$ cat config.mk
export PLATFORM = sky130hd
export DESIGN_NAME = hvd_isqrt
export DESIGN_NICKNAME = d
export VERILOG_FILES = /design/src/rtl/hvd_pkg.sv /design/src/rtl/hvd_isqrt.sv
export SDC_FILE = /design/constraint.sdc
export NUM_CORES = 2
export LEC_CHECK = 0
export BUFFER_PORTS_ARGS = -buffer_cell sky130_fd_sc_hd__buf_2
export CAP_MARGIN = 20
export CORE_ASPECT_RATIO = 0.5
export CORE_UTILIZATION = 64
export DETAILED_ROUTE_END_ITERATION = 10
export GPL_TIMING_DRIVEN = 0
export MAX_ROUTING_LAYER = met4
export PLACE_DENSITY = 0.77
export REMOVE_ABC_BUFFERS = 1
export SLEW_MARGIN = 5
export SYNTH_ARGS = -nofsm -noshare
export SYNTH_HDL_FRONTEND = slang
export SYNTH_SLANG_ARGS = --single-unit
$ cat constraint.sdc
create_clock -name clk -period 4.7 [get_ports clk]
set_input_delay 0.47 -clock clk [delete_from_list [all_inputs] [get_ports clk]]
set_output_delay 0.47 -clock clk [all_outputs]
set_load 0.05 [all_outputs]
$ cat src/rtl/hvd_pkg.sv
`default_nettype none

package hvd_pkg;

  localparam int LAT_W = 31;
  localparam int LON_W = 32;
  localparam int DIST_W = 32;
  localparam int RAD_W = 24;
  localparam int CFG_AW = 3;
  localparam int CFG_DW = 32;

  localparam int CORDIC_STAGES_DEF = 24;
  localparam int AW = 34;
  localparam int WW = 36;

  localparam logic signed [WW-1:0] QUARTER_W = 36'sd1800000000;
  localparam logic signed [WW-1:0] HALF_W = 36'sd3600000000;
  localparam logic signed [AW-1:0] QUARTER_A = 34'sd1800000000;
  localparam logic signed [AW-1:0] CORDIC_X0 = 34'sd652032874;

  localparam int SQ_VW = 61;
  localparam int SQ_RW = 31;
  localparam int SQ_TW = 63;
  localparam logic [SQ_VW-1:0] ONE_Q60 = 61'h1000000000000000;

  localparam logic [31:0] PI_Q30 = 32'd3373259426;
  localparam int MW = 50;
  localparam logic [86:0] RND_ADD = 87'd9663676416000000;

  // Dividing by 140625 is a multiplication by ceil(2^68 / 140625) and a
  // right shift by 68, exact for every dividend below 2^50.
  localparam int REC_W = 51;
  localparam int REC_SH = 68;
  localparam int QW = 33;
  localparam int DIV_ST = 3;
  localparam logic [REC_W-1:0] REC_M = 51'd2098829547942065;

  localparam logic [RAD_W-1:0] RADIUS_RST = 24'd6371000;
  localparam logic REG_RADIUS = 1'b0;

  typedef enum logic [1:0] {
    CORDIC_SIN,
    CORDIC_COS,
    CORDIC_ATAN
  } cordic_mode_t;

  typedef struct packed {
    logic neg;
    logic signed [AW-1:0] ang;
  } cos_arg_t;

  function automatic logic signed [AW-1:0] atan_u(input int unsigned idx);
    logic signed [AW-1:0] v;
    case (idx)
      0: v = 34'sd900000000;
      1: v = 34'sd531301024;
      2: v = 34'sd280724869;
      3: v = 34'sd142500327;
      4: v = 34'sd71526687;
      5: v = 34'sd35798212;
      6: v = 34'sd17903474;
      7: v = 34'sd8952283;
      8: v = 34'sd4476210;
      9: v = 34'sd2238114;
      10: v = 34'sd1119058;
      11: v = 34'sd559529;
      12: v = 34'sd279765;
      13: v = 34'sd139882;
      14: v = 34'sd69941;
      15: v = 34'sd34971;
      16: v = 34'sd17485;
      17: v = 34'sd8743;
      18: v = 34'sd4371;
      19: v = 34'sd2186;
      20: v = 34'sd1093;
      21: v = 34'sd546;
      22: v = 34'sd273;
      23: v = 34'sd137;
      24: v = 34'sd68;
      25: v = 34'sd34;
      26: v = 34'sd17;
      27: v = 34'sd9;
      28: v = 34'sd4;
      29: v = 34'sd2;
      30: v = 34'sd1;
      31: v = 34'sd1;
      default: v = '0;
    endcase
    return v;
  endfunction

  // Wraps a half difference into the range of minus to plus a quarter turn.
  function automatic logic signed [AW-1:0] wrap_half(input logic signed [WW-1:0] d);
    logic signed [WW-1:0] x;
    x = d + QUARTER_W;
    if (x >= HALF_W) begin
      x = x - HALF_W;
    end else if (x[WW-1]) begin
      x = x + HALF_W;
    end
    return AW'(x - QUARTER_W);
  endfunction

  // Latitudes past a quarter turn use the supplement with a negated cosine.
  function automatic cos_arg_t cos_prep(input logic signed [LAT_W-1:0] lat);
    logic signed [WW-1:0] t;
    cos_arg_t r;
    t = WW'(lat) <<< 1;
    if (t[WW-1]) begin
      t = -t;
    end
    if (t > QUARTER_W) begin
      r.neg = 1'b1;
      r.ang = AW'(HALF_W - t);
    end else begin
      r.neg = 1'b0;
      r.ang = AW'(t);
    end
    return r;
  endfunction

endpackage

`default_nettype wire

$ cat src/rtl/hvd_isqrt.sv
`default_nettype none

module hvd_isqrt (
  input  logic                          clk,
  input  logic                          en,
  input  logic [hvd_pkg::SQ_VW-1:0]     v_i,
  output logic [hvd_pkg::SQ_RW-1:0]     root_o
);
  import hvd_pkg::*;

  logic [SQ_VW-1:0] r_r [1:SQ_RW];
  logic [SQ_RW-1:0] root_r [1:SQ_RW];

  for (genvar j = 0; j < SQ_RW; j++) begin : g_st
    localparam int K = SQ_RW - 1 - j;
    logic [SQ_VW-1:0] rc;
    logic [SQ_RW-1:0] rootc;
    logic [SQ_TW-1:0] trial;
    logic ge;
    if (j == 0) begin : g_first
      assign rc = v_i;
      assign rootc = '0;
    end else begin : g_next
      assign rc = r_r[j];
      assign rootc = root_r[j];
    end
    assign trial = (SQ_TW'(rootc) << (K + 1)) + (SQ_TW'(1) << (2 * K));
    assign ge = SQ_TW'(rc) >= trial;

    always_ff @(posedge clk) begin
      if (en) begin
        r_r[j+1] <= ge ? SQ_VW'(SQ_TW'(rc) - trial) : rc;
        root_r[j+1] <= ge ? (rootc | (SQ_RW'(1) << K)) : rootc;
      end
    end
  end

  assign root_o = root_r[SQ_RW];

endmodule

`default_nettype wire

==> flow_summary.json <==
{
  "status": "finished clean",
  "hold_path_end": "r_r[0][101]",
  "dieWidth_um": 593,
  "num_vias": 68400,
  "hold_class": "primary input to flop",
  "period_needed_ns": 4.50,
  "clockBufferDepth": 4,
  "worst_slew_pin_slew_ns": 1.22,
  "rr_endpoint": "r_r[1][97]",
  "htree_levels": 4,
  "grt.total_usage_pct": 26.2,
  "io_pins": 94,
  "yosys.area.top_type": "edfxtp_1",
  "drc_errors": 0,
  "top_layer": "met4",
  "arrival_ns": 5.07,
  "dieArea_sq_um": 176000,
  "multi_input_area_sq_um": 38600,
  "synth_edf_count": 2326,
  "reg2reg_depth": 8,
  "dr.pass1.iters": 9,
  "dr_wl_met3_um": 7510,
  "power.density_nw_per_um2": 475,
  "ys.flop_type": "edfxtp_1",
  "diodes": 0,
  "grt_pass1_wl_um": 354000,
  "fin_util_pct": 71.0,
  "initial_core_util_pct": 65.0,
  "setup_viol": 0,
  "setup_tns_ns": 0,
  "clk_latency_ns": 0.88,
  "p_leak_nw": 45.8,
  "first_global_vias": 69400,
  "start_kind": "flop",
  "post_drt_wl_per_cell_um": 19.6,
  "timing.rr.start": "r_r[1][46]",
  "cts-root-buf": "clkbuf_16",
  "gp_congestion": 0.983,
  "vias_per_cell": 5.93,
  "core_area_sq_um": 172000,
  "cts_tree": "yes",
  "clock_skew_ns": 0.0689,
  "grt_max_degree": 187,
  "syn2layout_area_growth_pct": 9.28,
  "synth_area_leaders": "edfxtp_1 (63%), ha_1 (5.9%), xor2_1 (3.3%), xnor2_1 (2.9%), a21oi_1 (2.4%)",
  "ys_ff_latch": 2326,
  "met2_length_um": 122000,
  "n_fill_cell": 11400,
  "overflow": 0,
  "drt-total-wl_um": 227000,
  "crit_fanout": 32,
  "antenna_found_initial": 0,
  "ys_types": 99,
  "slowest_delay_ns": 0.67,
  "drive_above_1_share_pct": 6.05,
  "numPortBuffers": 93,
  "slowest_stage": "nor4_1",
  "async_reset_ff_share_pct": 0,
  "hold_viol": 0,
  "relSlewSlack_pct": 17.8,
  "final_common_cell": "edfxtp_1",
  "cts_setup_buffers": 0,
  "path_class": "flop to flop",
  "first_iter_violations": 4145,
  "synth_cells": 8903,
  "place_hpwl_um": 162000,
  "final_cell_mix": "edfxtp_1 (2326), inv_1 (662), nor2_1 (583), nand2_1 (539), a21oi_1 (537)",
  "min_path_cells": 1,
  "cts_sinks": 2326,
  "wl_met1_um": 80900,
  "netlist_area_sq_um": 112000,
  "rsz0062_at_grt": "false",
  "seqCellArea_sq_um": 69800,
  "die_h_um": 297,
  "worstHoldStart": "en",
  "clkTransAtPathRegs_ns": 0.07,
  "drtAntennaViolNets": 0,
  "final_nets": 9685,
  "synth_top_area_share_pct": 62.6,
  "crit_required_ns": 5.27,
  "irDropWorstVdd_mv": 0.491,
  "worstSetupEndpointType": "flop",
  "cts_buffers": 204,
  "rows": 107,
  "crit_buf_inv": 1,
  "path_delay_family": "simple AND/OR/NAND/NOR gates",
  "fmax_mhz": 222,
  "synth_warnings": 0,
  "slew_viol_final": 0,
  "worstPathCellList": "or4_1 -> nor4_1 -> nand3_1 -> or4_1 -> nor4_1 -> and3_2 -> inv_1 -> mux2_2",
  "fin_crit_sh_pct": 95.8,
  "cap_violations": 0,
  "avgSynthCellArea_sq_um": 12.5,
  "ys_seq_area_share_pct": 62.6,
  "regToRegSetupSlack_ns": 0.20
}
==> final cells by class <==
type	count	share of cell area (%)
Timing Repair Buffer	194	1.49
Timing Repair inverter	1	0.00410
Multi-Input combinational cell	5706	31.6
Clock buffer	238	4.31
Sequential cell	2326	57.3
Clock inverter	117	0.901
Tap cell	2289	2.35
Inverter	665	2.05
==> synth_stat cells (62+ instances only) <==
cell	number
a21oi_1	537
nor4_1	321
a21o_1	200
o21ai_0	425
or3_1	112
edfxtp_1	2326
clkbuf_1	175
nand2_1	539
xor2_1	425
nor2b_1	62
nor2_1	585
or4_1	94
inv_1	663
nand4_1	129
xnor2_1	372
nor3_1	239
ha_1	523
o21a_1	105
nand2b_1	90
nand3_1	156
==> routing by layer <==
layer	GRT usage, %	vias up
li1	-	33700
met1	25.4	32400
met2	49.2	1659
met3	3.21	669
met4	16.5	0
met5	-	-
==> where the power goes <==
group	switching (mW)	internal [mW]
sequential	1.92	26.5
clock	7.42	9.07
combinational	7.64	5.42
total	17.0	41.0
==> cells by family (layout without fill, tap and decap cells) <==
kind of cell	count (synthesis)	count (layout)	synth area share [%]
XOR/XNOR	797	797	6.25
multiplexers	80	80	0.798
flip-flops	2326	2326	62.6
AND/OR/NAND/NOR	2598	2599	12.1
other	1	1	0.00336
AO/OA/AOI/OAI	1705	1705	9.45
buffers and inverters	872	1215	2.96
adder cells (fa/ha/maj)	524	524	5.88
==> flip-flops by register name, indices dropped and copies added, names as in the netlist <==
signal  cells
r_r      1830
root_r    496
==> stage by stage <==
step	hold WS (ns)	instances	cell area, sq um	setup slack (ns)	total power, mW
global placement	0.424	11100	114000	-31.82	42.7
global route	0.0402	11500	122000	0.0677	60.7
floorplan	0.417	8696	111000	-0.177	37.8
CTS	0.0150	11500	122000	0.000362	58.0
detailed placement	0.426	11100	115000	-0.777	41.6
finish	0.0339	11500	122000	0.199	57.9
==> worst max path at each step <==
stage	cells after the start	end	slack [ns]	startpoint
floorplan	10	r_r[1][596]	-0.18	r_r[1][525]
global placement	1	root_r[1][474]	-31.82	en
detailed placement	7	r_r[1][863]	-0.78	en
CTS	8	r_r[1][115]	0.0004	r_r[1][46]
global route	8	r_r[1][97]	0.07	r_r[1][46]
finish	8	r_r[1][97]	0.20	r_r[1][46]
==> timing repair <==
item	CTS	global route
hold buffers	61	0
endpoints found under the hold margin	61	0
gates cloned	0	4
resized for setup	3	7
pin swaps	0	1
setup endpoints to repair	32	236
Power figures use the tool's default switching activity.
